===== config.mk =====
export PLATFORM = sky130hd
export DESIGN_NAME = stepper_step_dir_generator
export DESIGN_NICKNAME = d
export VERILOG_FILES = /design/src/hdl/sdg_pkg.sv /design/src/hdl/sdg_core.sv /design/src/hdl/stepper_step_dir_generator.sv
export SDC_FILE = /design/constraint.sdc
export NUM_CORES = 1
export LEC_CHECK = 0
export ABC_AREA = 1
export BUFFER_PORTS_ARGS = -buffer_cell sky130_fd_sc_hd__buf_4
export CAP_MARGIN = 15
export CORE_MARGIN = 2
export CORE_UTILIZATION = 39
export DETAILED_ROUTE_END_ITERATION = 16
export PLACE_DENSITY = 0.65
export RECOVER_POWER = 25
export SLEW_MARGIN = 20
export SYNTH_ARGS = -nofsm -noshare
export SYNTH_HDL_FRONTEND = slang
export SYNTH_SLANG_ARGS = --single-unit
export TNS_END_PERCENT = 20

===== constraint.sdc =====
create_clock -name clock -period 11.9 [get_ports clock]
set_input_delay 0 -clock clock [delete_from_list [all_inputs] [get_ports clock]]
set_output_delay 0 -clock clock [all_outputs]
set_load 0.02 [all_outputs]

===== src/hdl/sdg_pkg.sv =====
// sdg_pkg: shared types and constants for the step/direction generator
// holds the request and response word structs and the operation codes
// no dependencies
`timescale 1ns / 1ps
`default_nettype none

package sdg_pkg;

   localparam int POSITION_BITS_DEFAULT = 32;
   localparam int HALF_PERIOD_BITS      = 24;
   localparam int ELAPSED_BITS          = 28;
   localparam int HOMING_LIMIT_BITS     = 27;

   localparam logic [HALF_PERIOD_BITS-1:0]  HALF_PERIOD_RESET  = 24'd1000;
   localparam logic [HOMING_LIMIT_BITS-1:0] HOMING_LIMIT_RESET = 27'd6000;
   localparam logic [ELAPSED_BITS-1:0]      ELAPSED_MAX        = '1;

   typedef enum logic [1:0] {
      OP_TICK   = 2'd0,
      OP_TARGET = 2'd1,
      OP_HOME   = 2'd2
   } op_type;

   typedef struct packed {
      logic [1:0]         operation;
      logic signed [31:0] target_step;
      logic               sensor_level;
   } req_word_type;

   typedef struct packed {
      logic               step_level;
      logic               direction;
      logic signed [31:0] position;
      logic               moving;
      logic               homing_busy;
   } rsp_word_type;

   // six times the half period as shift and add
   function automatic logic [HOMING_LIMIT_BITS-1:0] homing_limit(
      input logic [HALF_PERIOD_BITS-1:0] half_period
   );
      logic [HOMING_LIMIT_BITS-1:0] wide;
      wide = HOMING_LIMIT_BITS'(half_period);
      return (wide << 2) + (wide << 1);
   endfunction

endpackage

`default_nettype wire


===== src/hdl/sdg_core.sv =====
// sdg_core: motion and homing state with its combinational update logic
// depends on sdg_pkg; produces the response word from the updated state
`timescale 1ns / 1ps
`default_nettype none

module sdg_core
   import sdg_pkg::*;
#(
   parameter int POSITION_BITS = POSITION_BITS_DEFAULT
) (
   input  wire logic                         clock,
   input  wire logic                         reset,
   input  wire logic                         fire,
   input  wire req_word_type                 word,
   input  wire logic [HALF_PERIOD_BITS-1:0]  half_period,
   input  wire logic [HOMING_LIMIT_BITS-1:0] home_limit,
   output rsp_word_type                      result
);

   logic signed [POSITION_BITS-1:0] position_ff, position_in;
   logic signed [POSITION_BITS-1:0] target_ff, target_in;
   logic [ELAPSED_BITS-1:0]         elapsed_ff, elapsed_in;
   logic                            phase_ff, phase_in;
   logic                            dir_ff, dir_in;
   logic                            homing_ff, homing_in;
   logic                            home_level_ff, home_level_in;

   logic [ELAPSED_BITS-1:0]         elapsed_inc;
   logic signed [POSITION_BITS-1:0] new_target;
   logic signed [63:0]              target_wide;
   logic signed [63:0]              position_wide;
   logic                            at_target;

   assign elapsed_inc = (elapsed_ff == ELAPSED_MAX) ? elapsed_ff
                                                    : elapsed_ff + ELAPSED_BITS'(1);
   assign target_wide = 64'(word.target_step);
   assign new_target  = target_wide[POSITION_BITS-1:0];
   assign at_target   = (position_ff == target_ff);

   always_comb begin
      position_in   = position_ff;
      target_in     = target_ff;
      elapsed_in    = elapsed_ff;
      phase_in      = phase_ff;
      dir_in        = dir_ff;
      homing_in     = homing_ff;
      home_level_in = home_level_ff;
      case (word.operation)
         OP_TICK: begin
            if (homing_ff) begin
               if (!phase_ff && (word.sensor_level != home_level_ff)) begin
                  homing_in   = 1'b0;
                  position_in = '0;
                  elapsed_in  = '0;
               end else if (elapsed_inc > ELAPSED_BITS'(home_limit)) begin
                  elapsed_in = '0;
                  phase_in   = !phase_ff;
               end else begin
                  elapsed_in = elapsed_inc;
               end
            end else if (!at_target) begin
               if (elapsed_inc > ELAPSED_BITS'(half_period)) begin
                  elapsed_in = '0;
                  phase_in   = !phase_ff;
                  // falling edge of the step level
                  if (phase_ff) begin
                     if (target_ff > position_ff) begin
                        position_in = position_ff + POSITION_BITS'(1);
                     end else begin
                        position_in = position_ff - POSITION_BITS'(1);
                     end
                  end
               end else begin
                  elapsed_in = elapsed_inc;
               end
            end else begin
               elapsed_in = elapsed_inc;
            end
         end
         OP_TARGET: begin
            if (!homing_ff && at_target) begin
               target_in = new_target;
               dir_in    = (new_target > position_ff);
            end
         end
         OP_HOME: begin
            if (!homing_ff) begin
               homing_in     = 1'b1;
               home_level_in = word.sensor_level;
               dir_in        = 1'b1;
               phase_in      = 1'b0;
               elapsed_in    = ELAPSED_MAX;
            end
         end
         default: begin
         end
      endcase
   end

   always_ff @(posedge clock) begin
      if (reset) begin
         position_ff   <= '0;
         target_ff     <= '0;
         elapsed_ff    <= '0;
         phase_ff      <= 1'b0;
         dir_ff        <= 1'b0;
         homing_ff     <= 1'b0;
         home_level_ff <= 1'b0;
      end else if (fire) begin
         position_ff   <= position_in;
         target_ff     <= target_in;
         elapsed_ff    <= elapsed_in;
         phase_ff      <= phase_in;
         dir_ff        <= dir_in;
         homing_ff     <= homing_in;
         home_level_ff <= home_level_in;
      end
   end

   assign position_wide = 64'(position_in);

   always_comb begin
      result.step_level  = phase_in;
      result.direction   = dir_in;
      result.position    = position_wide[31:0];
      result.moving      = (position_in != target_in);
      result.homing_busy = homing_in;
   end

endmodule

`default_nettype wire


===== src/hdl/stepper_step_dir_generator.sv =====
// stepper_step_dir_generator: top level with input register, result register and csr
// depends on sdg_pkg and sdg_core
`timescale 1ns / 1ps
`default_nettype none

// Step/direction generator with homing. Each request word is a one microsecond
// tick, a new absolute target or a homing request, and each gives exactly one
// response word carrying the state after it. A word is taken every clock while
// req_stall is low; an accepted word waits in the input register, the state update
// then writes the result register that gives the response, and rsp_stall holds the
// result register while the input register keeps one more word. The half period
// register is written through the csr port, ready only while no word is in flight.

module stepper_step_dir_generator
   import sdg_pkg::*;
#(
   parameter int POSITION_BITS = POSITION_BITS_DEFAULT
) (
   input  wire logic                        clock,
   input  wire logic                        reset,
   input  wire logic                        req_valid,
   output logic                             req_stall,
   input  wire req_word_type                req_word,
   output logic                             rsp_valid,
   input  wire logic                        rsp_stall,
   output rsp_word_type                     rsp_word,
   input  wire logic                        csr_valid,
   output logic                             csr_ready,
   input  wire logic [HALF_PERIOD_BITS-1:0] csr_data
);

   logic                         in_valid_ff, in_valid_in;
   req_word_type                 in_word_ff;
   logic                         rsp_valid_ff, rsp_valid_in;
   rsp_word_type                 rsp_word_ff;
   logic [HALF_PERIOD_BITS-1:0]  half_period_ff;
   logic [HOMING_LIMIT_BITS-1:0] home_limit_ff;
   logic                         advance;
   logic                         req_fire;
   rsp_word_type                 core_result;

   assign advance     = in_valid_ff && (!rsp_valid_ff || !rsp_stall);
   assign req_stall   = in_valid_ff && !advance;
   assign req_fire    = req_valid && !req_stall;
   assign in_valid_in = req_fire || (in_valid_ff && !advance);
   assign rsp_valid_in = advance || (rsp_valid_ff && rsp_stall);
   assign csr_ready   = !in_valid_ff && !rsp_valid_ff;

   sdg_core #(
      .POSITION_BITS(POSITION_BITS)
   ) u_core (
      .clock      (clock),
      .reset      (reset),
      .fire       (advance),
      .word       (in_word_ff),
      .half_period(half_period_ff),
      .home_limit (home_limit_ff),
      .result     (core_result)
   );

   always_ff @(posedge clock) begin
      if (reset) begin
         in_valid_ff    <= 1'b0;
         rsp_valid_ff   <= 1'b0;
         half_period_ff <= HALF_PERIOD_RESET;
         home_limit_ff  <= HOMING_LIMIT_RESET;
      end else begin
         in_valid_ff  <= in_valid_in;
         rsp_valid_ff <= rsp_valid_in;
         if (csr_valid && csr_ready) begin
            half_period_ff <= csr_data;
            home_limit_ff  <= homing_limit(csr_data);
         end
      end
   end

   always_ff @(posedge clock) begin
      if (req_fire) begin
         in_word_ff <= req_word;
      end
      if (advance) begin
         rsp_word_ff <= core_result;
      end
   end

   assign rsp_valid = rsp_valid_ff;
   assign rsp_word  = rsp_word_ff;

   a_home_dir: assert property (@(posedge clock) disable iff (reset)
      rsp_valid_ff && rsp_word_ff.homing_busy |-> rsp_word_ff.direction)
      else $error("homing without clockwise direction");

   a_home_start: assert property (@(posedge clock) disable iff (reset)
      advance && (in_word_ff.operation == OP_HOME) |=>
         rsp_word_ff.homing_busy && rsp_word_ff.direction)
      else $error("homing request did not start a search");

   a_hold_input: assert property (@(posedge clock) disable iff (reset)
      in_valid_ff && !advance |=> in_valid_ff && $stable(in_word_ff))
      else $error("input register lost a word");

endmodule

`default_nettype wire

# ---- After elaboration in Yosys (flattened, before gate mapping)
# Cells that the tools add are included.
dict set report totals {
  elab_cells 87
  register_bits 220
  inputBits 64
  out_inout_bits 39
}
dict set report classes {
  n_reduce_logical 22
  n_eq_ne 7
  n_lt_le_gt_ge 4
  muxes 30
  add_sub_neg 4
  bitwise_logic 1
}
# operator n
set op_table {}
lappend op_table {{$mux 32} 9}
lappend op_table {{$mux 28} 7}
lappend op_table {{$gt 32x32->1} 2}
lappend op_table {{$pmux 28 s2} 1}
lappend op_table {{$add 32x2->32 const B} 1}
lappend op_table {{$eq 32x32->1} 1}
lappend op_table {{$ne 32x32->1} 1}
lappend op_table {{$sub 32x2->32 const B} 1}
lappend op_table {{$add 28x1->28 const B} 1}
lappend op_table {{$eq 28x28->1 const B} 1}
lappend op_table {{$gt 28x24->1} 1}
lappend op_table {{$gt 28x27->1} 1}
lappend op_table {{$add 26x25->27} 1}
lappend op_table {{$mux 1} 10}
lappend op_table {{$logic_and 1x1->1} 8}
lappend op_table {{$logic_not 1->1} 7}
lappend op_table {{$pmux 1 s2} 3}
lappend op_table {{$reduce_and 3->1} 2}
lappend op_table {{$logic_or 1x1->1} 3}
lappend op_table {{$eq 2x1->1 const B} 1}
lappend op_table {{$eq 2x2->1 const B} 1}
lappend op_table {{$logic_not 2->1} 1}
lappend op_table {{$ne 2x2->1 const B} 1}
lappend op_table {{$reduce_bool 2->1} 1}
lappend op_table {{2 further kinds} 2}

# ---- Depth between registers and ports, before layout
# Gate-level depths: netlist (run 1).
dict set report logic_depth {
  depth_word 8
  depth_mapped 38
  depth_no_buf 38
}

# ---- Hierarchy
# From an unflattened synthesis (run 1), not the netlist that was laid out.
dict set report hier_totals {
  cells_unflattened 2523
  area_unflattened_um2 16913.7
}
# mod cells_per_inst area_per_inst_um2 n_inst seq_area_each_um2
set by_module_without_submodules {}
lappend by_module_without_submodules {sdg_core 1856 11192.0 1 1921.8}
lappend by_module_without_submodules {stepper_step_dir_generator 667 5721.7 1 3153.0}

# ---- Worst setup path before layout (run 1)
# No wires, ideal clock.
dict set report synth_path {
  path_kind {reg2reg}
  startpoint {reg u_core.position_ff[31]}
  endpoint {reg rsp_word_ff (netlist bit rsp_word[1]), data pin}
  t_required_ns 11.646
  path_buffers 0
  setup_time_ns 0.254
  path_slack_ns 7.370
  stages_incl_launch_ff 31
  synth_period_minus_slack_ns 4.530
  arrival_ns 4.276
  path_cell_list {dfxtp_1 > inv_1 > ha_1 > nand2_1 > nor2_1 > nand4_1 > inv_1 > nand3_1 > inv_1 > nand2_1 > nand3_1 > nand3_1 > ha_1 > nand2_1 > nor2_1 > nand2_1 > or2_2 > nand3_1 > nand2_1 > nand2_1 > nand4_1 > nand2_1 > nand2_1 > nand2_2 > nand2_1 > nand2_1 > nand2_1 > nor2_1 > nand3_1 > nor2_1 > nand2_1}
}
# item line_no
set synth_lines {}
lappend synth_lines {{start, declared} sdg_core.sv:20} ;# logic signed [POSITION_BITS-1:0] position_ff, position_in;
lappend synth_lines {{start signal, assigned} sdg_core.sv:110} ;# position_ff <= position_in;
lappend synth_lines {{end signal, assigned} stepper_step_dir_generator.sv:82} ;# rsp_word_ff <= core_result;
lappend synth_lines {{end, declared} stepper_step_dir_generator.sv:35} ;# rsp_word_type rsp_word_ff;

==> flow_summary_export.csv, run 1 <==
group,metric,value,unit
run_status,result_of_the_run,"finished with violations",
run_status,violations_in_the_final_reports,"capacitance limit, slew limit",
timing,slew_headroom,-0.785,
placed_design,detailed_place_hpwl,37300,um
drt,finalWirelength,51200,um
placed_design,routabilityCongestion,0.942,
critical_path,worst_path_dominant_cell_family,"simple AND/OR/NAND/NOR gates",
finish,layout_common_cells,"sky130_fd_sc_hd__nand2_1, sky130_fd_sc_hd__inv_1, sky130_fd_sc_hd__a21oi_1",
timing,layout_worst_path_cycle_share,0.495,
critical_path,worstPathMaxFanout,18,
critical_path,critical_path_arrival,6.21,ns
critical_path,crit_required,12.22,ns
clock_tree,postCtsSetupBuffers,0,
drt,met2_wirelength,25000,um
synth,post_synthesis_instance_area,16800,sq um
critical_path,setup.worst_path.class,"reg2reg",
finish,stdcell_area,19400,sq um
synth,ys_seq_area_frac,0.303,
critical_path,cp_common_cell,"sky130_fd_sc_hd__nand2_1",
global_route,overflow,0,
global_route,grt_first_pass_wirelength,81800,um
floorplanning,die_area,44700,sq um
synth,ys.flop_type,"sky130_fd_sc_hd__dfxtp_1",
pwr,netSwitchingFraction,0.364,
critical_path,crit_path_max_incr_delay,0.51,ns
critical_path,critPathLaunch,"u_core.position_ff[31]",
drt,number_of_search_and_repair_iterations_in_the_first_detailed_routing_pass,5,
global_route,grt_antenna_before_repair,0,
critical_path,ff2ff_setup_slack,6.01,ns
synth,mappedNetlistNets,2673,
critical_path,critical_path_slowest_stage_cell,"sky130_fd_sc_hd__nand3_1",
floorplanning,floorplan.initialDensity,0.397,
finish,finalNetCount,2804,
clock_tree,cts-htree-levels,1,
drt,drcViolationCount,0,
drt,drtAntennaViolNets,0,
clock_tree,tritoncts,"yes",
synth,ys.warnings.count,0,
timing,finalCriticalPeriod,5.89,ns
floorplanning,ios,103,
critical_path,timing.rr.start,"u_core.position_ff[31]",
timing,report.final.slew_viol_count,117,
pwr,p_sw,0.950,mW
drt,route.detailed.wl_per_inst,16.4,um
finish,antenna_diode_count,0,
critical_path,start_kind,"register",
timing,finalClockSkew,0.0153,ns
synth,synth-edff-count,71,
floorplanning,dieWidth,211,um
finish,post_route_cells_drive_above_1_share,0.0789,
finish,flow.area_growth_from_synthesis,15.5,%
synth,synthesis.area_per_instance,6.89,sq um
finish,mostFrequentLayoutCell,"sky130_fd_sc_hd__nand2_1",
critical_path,critPathCapture,"rsp_word[1]",
global_route,grt_usage,0.228,
critical_path,worstReg2RegEnd,"rsp_word[1]",
pwr,p_int,1.66,mW
drt,top_layer_used,"met4",
synth,netlist-cell-type-count,57,
critical_path,timing.critical_path.to_type,"register",
hold_path,worst_hold_path_type,"in2reg",
clock_tree,total_cts_buffers,27,
clock_tree,cts.root.buffer_cell,"sky130_fd_sc_hd__clkbuf_16",
drt,drtIter0Drc,926,
synth,synth_top_area_frac,0.175,
run,max-cap-violations,2,
synth,postSynthRegisterBits,218,
timing,unrepaired_setup_endpoints_after_global_routing,"false",
pwr,power.share.clock,0.337,
timing,max_clock_freq,0.170,GHz
synth,synth.top_cells.by_area,"sky130_fd_sc_hd__dfxtp_1, sky130_fd_sc_hd__nand2_1, sky130_fd_sc_hd__ha_1",
synth,post_synth_inst_count,2433,
clock_tree,worst_skew_pair.late_latency,0.57,ns
pwr,comb_power_share,0.332,
timing,timing.final.setup_violations,0,
drt,wl_met3,2260,um
finish,layout.filler_cells,4298,
pwr,power_density,135,nW/um^2
synth,async_flop_share,0,
drt,route.vias.total,16300,
placed_design,detailed_place.area,18000,sq um
clock_tree,clock_transition_time_at_the_flip_flop_clock_pins_of_the_worst_setup_and_hold_paths,0.06,ns
drt,met1_length,22700,um
timing,finalHoldViolCount,0,
floorplanning,die_y,211,um
global_route,grt_max_degree,82,
floorplanning,rows,75,
critical_path,critical_path_depth,31,
synth,synthDominantAreaCellType,"sky130_fd_sc_hd__dfxtp_1",
critical_path,crit_buf_inv,5,
timing,timing_worst_slew_pin_value,2.68,ns
pwr,leakage,9.59,nW
global_route,first_global_vias,16000,
pwr,power.ir.vdd_worst,103,uV
floorplanning,floorplan.core_area,42200,sq um
pwr,power.share.sequential,0.330,
drt,viasPerCell,5.20,
clock_tree,clk_path_buf_depth,3,
clock_tree,cts_sinks,218,
placed_design,io_buffer_count,102,
critical_path,reg2regPathDepth,31,
timing,totalNegativeSetupSlack,0,ns
final cells by class:
class                      instances  area [sq um]  area share
multi-input combinational       1809         10100       0.522
sequential                       218          5070       0.262
inverter                         330          1240      0.0639
clock buffer                      43           827      0.0427
clock inverter                     7           125     0.00646
tap                              539           674      0.0348
timing repair buffer             178          1330      0.0684
how the worst min path moves through the flow:
stage / cells past startpoint / slack [ns] / endpoint / startpoint
floorplan: 0 / 0.1 / in_word_ff[0] / req_word[0]
global placement: 1 / 0.18 / in_word_ff[9] / req_word[9]
detailed placement: 1 / 0.18 / in_word_ff[20] / req_word[20]
CTS: 2 / 0.08 / u_core.phase_ff / reset
global route: 2 / 0.13 / u_core.phase_ff / reset
finish: 2 / 0.11 / rsp_valid / reset
synthesized netlist by cell type, types with 5 or more instances:
cell type,number
sky130_fd_sc_hd__nand2_1,676
sky130_fd_sc_hd__inv_1,325
sky130_fd_sc_hd__a21oi_1,210
sky130_fd_sc_hd__ha_1,174
sky130_fd_sc_hd__nor2_1,170
sky130_fd_sc_hd__o21ai_0,158
sky130_fd_sc_hd__dfxtp_1,147
sky130_fd_sc_hd__nand3_1,101
sky130_fd_sc_hd__edfxtp_1,71
sky130_fd_sc_hd__clkbuf_1,63
sky130_fd_sc_hd__nand4_1,56
sky130_fd_sc_hd__xor2_1,36
sky130_fd_sc_hd__nand2_2,33
sky130_fd_sc_hd__o211ai_1,27
sky130_fd_sc_hd__a21oi_2,20
sky130_fd_sc_hd__nor3_1,20
sky130_fd_sc_hd__xnor2_1,19
sky130_fd_sc_hd__nand3b_1,17
sky130_fd_sc_hd__nor2_2,10
sky130_fd_sc_hd__o21bai_1,9
sky130_fd_sc_hd__a211oi_1,8
sky130_fd_sc_hd__o21a_1,8
sky130_fd_sc_hd__nor4_1,6
sky130_fd_sc_hd__o21ai_1,6
sky130_fd_sc_hd__o221ai_1,6
sky130_fd_sc_hd__nand3_2,5
metrics by stage:
step | cells | hold WS, ns | worst slack [ns] | power (mW) | util
after floorplan | 2433 | 0.0989 | 7.37 | 1.49 | -
after global placement | 3012 | 0.178 | 6.07 | 1.71 | 0.426
after detailed placement | 3012 | 0.179 | 6.10 | 1.72 | 0.426
after CTS | 3124 | 0.0762 | 6.06 | 2.62 | 0.463
after global routing | 3124 | 0.135 | 5.55 | 2.77 | 0.459
final | 3124 | 0.112 | 6.01 | 2.61 | 0.459
state kept, by name (all words and copies together), names as in the netlist:
name,cells
u_core.homing_ff,1
u_core.target_ff,32
u_core.home_level_ff,1
home_limit_ff,25
u_core.dir_ff,1
u_core.phase_ff,1
rsp_word,36
u_core.elapsed_ff,28
in_word_ff,35
u_core.position_ff,32
rsp_valid,1
half_period_ff,24
in_valid_ff,1
power groups by stage:
stage               Combinational [mW]  Clock [mW]  Sequential, mW
floorplan                        0.612           0           0.874
global placement                 0.835           0           0.875
detailed placement               0.842           0           0.877
global route                     0.975       0.928           0.867
CTS                              0.864       0.898           0.861
finish                           0.866       0.880           0.861
layer usage:
layer,track usage,up-vias
met5,0,-
met4,0.0605,0
met3,0.0288,83
met2,0.411,382
met1,0.285,7506
li1,-,8287
cells by family after synthesis:
| logic type | synth area share |
|---|---|
| xor+xnor | 0.0287 |
| fa+ha+maj | 0.132 |
| simple gates | 0.286 |
| compound gates | 0.155 |
| buf+inv | 0.0953 |
| flops | 0.303 |
timing repair:
action,CTS,global route
gates resized for setup,0,0
hold buffers,62,0
hold endpoints to repair,81,0
worst reg2reg max path: cells and delay by family (launching register included):
kind                     cells  cell delay (ns)
AO/OA/AOI/OAI                2             0.60
flip-flops                   1             0.34
adder cells (fa/ha/maj)      2             0.77
buffers and inverters        5             0.88
AND/OR/NAND/NOR             22             3.07
Power figures use the tool's default switching activity.
==> run 2: changes to the inputs <==
ABC_AREA = 0   (was 1)
PLACE_DENSITY = 0.68   (was 0.65)
clock period = 5.4 ns   (was 11.9 ns; I/O delays follow)
==> run 2 against run 1 <==
  * The run ends with capacitance limit, slew limit, setup timing left
  * Clock power is 100% higher
  * Sequential power is 110% higher
  * First-iteration DRC count is 30% higher
  * Register-to-register slack worse by 6.1 ns
  * Total power is 110% higher
  * Via count is 4.0% lower
  * Setup slack worse by 6.1 ns
  * Non-clock buffer count is 326 higher
  * Fmax is 8.1% higher
  * Global-route usage is 2.1 points higher
  * Die area is 7.5% lower
  * Sequential share of layout area is 2.3 points lower
  * Critical path type unchanged
  * Critical endpoint unchanged
==> flow_summary_export.csv, run 2 <==
group,metric,value,unit
run_status,result_of_the_run,"finished with violations",
run_status,violations_in_the_final_reports,"capacitance limit, slew limit, setup timing",
drt,route.detailed.wl_per_inst,18.6,um
clock_tree,worst_skew_pair.late_latency,0.55,ns
pwr,p_int,3.76,mW
synth,synthMostInstantiatedCell,"sky130_fd_sc_hd__nand2_1",
critical_path,reg2regPathDepth,24,
finish,layout_common_cells,"sky130_fd_sc_hd__buf_4, sky130_fd_sc_hd__nand2_1, sky130_fd_sc_hd__a21oi_1",
drt,viasPerCell,5.49,
critical_path,crit_path_max_incr_delay,0.52,ns
finish,finalNetCount,2535,
finish,mostFrequentLayoutCell,"sky130_fd_sc_hd__buf_4",
pwr,power.ir.vdd_worst,182,uV
pwr,comb_power_share,0.344,
floorplanning,die_y,203,um
finish,multi_input_comb_area,10300,sq um
critical_path,crit_buf_inv,5,
critical_path,setup.worst_path.class,"reg2reg",
global_route,grt_antenna_before_repair,2,
critical_path,critical_path_arrival,5.74,ns
clock_tree,cts-htree-levels,1,
clock_tree,cts_sinks,218,
finish,flow.area_growth_from_synthesis,38.0,%
pwr,netSwitchingFraction,0.322,
hold_path,worstHoldPathCells,5,
synth,synth.top_cells.by_area,"sky130_fd_sc_hd__dfxtp_1, sky130_fd_sc_hd__ha_1, sky130_fd_sc_hd__edfxtp_1",
clock_tree,clk_path_buf_depth,3,
timing,final.setup.worst_slack,-0.0469,ns
finish,area.sequential,5100,sq um
timing,max_clock_freq,0.184,GHz
floorplanning,rows,73,
drt,route.vias.total,15600,
synth,ys.flop_type,"sky130_fd_sc_hd__dfxtp_1",
clock_tree,total_cts_buffers,26,
synth,netlist-cell-type-count,90,
synth,postSynthRegisterBits,218,
timing,timing_worst_slew_pin_value,2.35,ns
timing,finalClockSkew,0.0135,ns
synth,synthesis.area_per_instance,8.43,sq um
synth,synth.cells.most_frequent,"sky130_fd_sc_hd__nand2_1, sky130_fd_sc_hd__a21oi_1, sky130_fd_sc_hd__ha_1, sky130_fd_sc_hd__dfxtp_1",
critical_path,critical_path_depth,24,
pwr,power.share.sequential,0.333,
synth,synth-edff-count,71,
finish,antenna_diode_count,0,
timing,hold_slack,0.0777,ns
timing,layout_worst_path_cycle_share,1.01,
clock_tree,clock_transition_time_at_the_flip_flop_clock_pins_of_the_worst_setup_and_hold_paths,0.06,ns
synth,post_synth_inst_count,1837,
critical_path,start_kind,"register",
finish,layoutNonFillerInstCount,2840,
drt,drcViolationCount,0,
pwr,power.share.clock,0.324,
clock_tree,tritoncts,"yes",
placed_design,detailed_place_hpwl,39100,um
synth,ys_seq_area_frac,0.328,
floorplanning,die_area,41300,sq um
critical_path,critical_path.cell_chain,"buf_12, inv_1, ha_1, nand4_1, or4_4, or3_4, o21ai_2, a21oi_4, clkinvlp_4, buf_12, ha_4, o21a_1, o2111a_1, a211oi_2, o21ai_2, a31o_4, a31o_4, o311a_1, o211ai_1, buf_4, a31o_4, nand4_1, xnor2_2, nand4_1",
timing,timing.final.setup_violations,2,
synth,post_synthesis_instance_area,15500,sq um
finish,finalCoreUtilization,0.542,
critical_path,worst_path_dominant_cell_family,"compound AO/OA/AOI/OAI gates",
timing,finalHoldViolCount,0,
timing,report.final.slew_viol_count,48,
synth,ys.warnings.count,0,
finish,largest_register_ffs,36,
finish,post_route_cells_drive_above_1_share,0.251,
clock_tree,cts.root.buffer_cell,"sky130_fd_sc_hd__clkbuf_16",
global_route,grt_first_pass_wirelength,81600,um
run,max-cap-violations,1,
global_route,first_global_vias,14900,
timing,finalCriticalPeriod,5.45,ns
drt,finalWirelength,52800,um
floorplanning,floorplan.initialDensity,0.393,
synth,mappedNetlistNets,2077,
pwr,p_sw,1.79,mW
timing,slew_headroom,-0.565,
critical_path,critical_path_slowest_stage_cell,"sky130_fd_sc_hd__or4_4",
timing,unrepaired_setup_endpoints_after_global_routing,"true",
placed_design,post-place-cells,2682,
finish,layout.filler_cells,3557,
global_route,grt_max_degree,70,
pwr,leakage,9.49,nW
placed_design,routabilityCongestion,0.953,
drt,number_of_search_and_repair_iterations_in_the_first_detailed_routing_pass,5,
global_route,overflow,0,
pwr,power_density,260,nW/um^2
synth,synthDominantAreaCellType,"sky130_fd_sc_hd__dfxtp_1",
hold_path,worst_hold_path_type,"in2reg",
critical_path,crit_required,5.69,ns
placed_design,setup_slack_after_placement,-0.236,ns
synth,synth_top_area_frac,0.190,
drt,drtAntennaViolNets,0,
drt,drtIter0Drc,1205,
floorplanning,ios,103,
placed_design,io_buffer_count,102,
floorplanning,dieWidth,203,um
global_route,grt_usage,0.248,
critical_path,worstPathMaxFanout,7,
floorplanning,floorplan.core_area,39500,sq um
critical_path,timing.critical_path.to_type,"register",
synth,async_flop_share,0,
-- run 2: layer usage --
metal	share of wire	global-route usage
met1	0.48	0.367
met2	0.43	0.378
met5	0	0
met4	0.016	0.0540
met3	0.076	0.0422
-- run 2: final cells by class --
type | count | area share
multi-input cells | 1409 | 0.481
inverters | 136 | 0.0241
repair buffers | 504 | 0.185
flip-flops and latches | 218 | 0.239
clock inverters | 9 | 0.00462
well taps | 525 | 0.0307
clock buffers | 39 | 0.0361
-- run 2: timing repair --
| action | CTS | global route |
|---|---|---|
| cloned | 1 | 0 |
| setup endpoints to repair | 5 | 18 |
| pin swaps | 34 | 56 |
| hold endpoints to repair | 79 | 0 |
| hold buffers | 83 | 0 |
| setup buffers | 14 | 13 |
| resized for setup | 52 | 85 |
-- run 2: power groups by stage --
stage          Sequential [mW]  Clock (mW)  Combinational, mW
2_1_floorplan             1.89           0              0.972
3_3_place_gp              1.87           0               1.64
3_5_place_dp              1.88           0               1.67
4_1_cts                   1.84        1.83               1.80
5_1_grt                   1.85        1.90               2.07
6_report                  1.85        1.80               1.91
-- run 2: path summary, 6_finish.rpt --
| path | from | endpoint | slack, ns |
|---|---|---|---|
| worst min register to register | home_limit_ff[14] | home_limit_ff[14] | 0.45 |
| worst max register to register | u_core.position_ff[11] | rsp_word[1] | -0.05 |
| worst max-delay path | u_core.position_ff[11] | rsp_word[1] | -0.05 |
| worst min-delay path | csr_valid | home_limit_ff[21] | 0.08 |
-- run 2: logic make-up after synthesis --
family | synth area share
AND/OR/NAND/NOR | 0.188
AO/OA/AOI/OAI | 0.208
flip-flops | 0.328
buffers and inverters | 0.0540
adder cells (fa/ha/maj) | 0.143
XOR/XNOR | 0.0424
multiplexers | 0.0367
-- run 2: per-stage QoR --
| step | instance area [sq um] | setup TNS [ns] | power, mW |
|---|---|---|---|
| 6_report | 21400 | -0.0564 | 5.55 |
| 4_1_cts | 21000 | 0 | 5.48 |
| 3_5_place_dp | 18900 | -0.425 | 3.55 |
| 3_3_place_gp | 18900 | -0.258 | 3.52 |
| 2_1_floorplan | 15600 | 0 | 2.86 |
| 5_1_grt | 21400 | -0.390 | 5.82 |
-- run 2: worst reg2reg max path: stages (launching register included) --
cell                         delay [ns]
sky130_fd_sc_hd__dfxtp_2           0.33
sky130_fd_sc_hd__buf_12            0.11
sky130_fd_sc_hd__inv_1             0.07
sky130_fd_sc_hd__ha_1              0.31
sky130_fd_sc_hd__nand4_1           0.14
sky130_fd_sc_hd__or4_4             0.52
sky130_fd_sc_hd__or3_4             0.37
sky130_fd_sc_hd__o21ai_2           0.10
sky130_fd_sc_hd__a21oi_4           0.08
sky130_fd_sc_hd__clkinvlp_4        0.15
sky130_fd_sc_hd__buf_12            0.15
sky130_fd_sc_hd__ha_4              0.20
sky130_fd_sc_hd__o21a_1            0.20
sky130_fd_sc_hd__o2111a_1          0.27
sky130_fd_sc_hd__a211oi_2          0.28
sky130_fd_sc_hd__o21ai_2           0.13
sky130_fd_sc_hd__a31o_4            0.27
sky130_fd_sc_hd__a31o_4            0.24
sky130_fd_sc_hd__o311a_1           0.34
sky130_fd_sc_hd__o211ai_1          0.17
sky130_fd_sc_hd__buf_4             0.16
sky130_fd_sc_hd__a31o_4            0.14
sky130_fd_sc_hd__nand4_1           0.14
sky130_fd_sc_hd__xnor2_2           0.22
sky130_fd_sc_hd__nand4_1           0.10
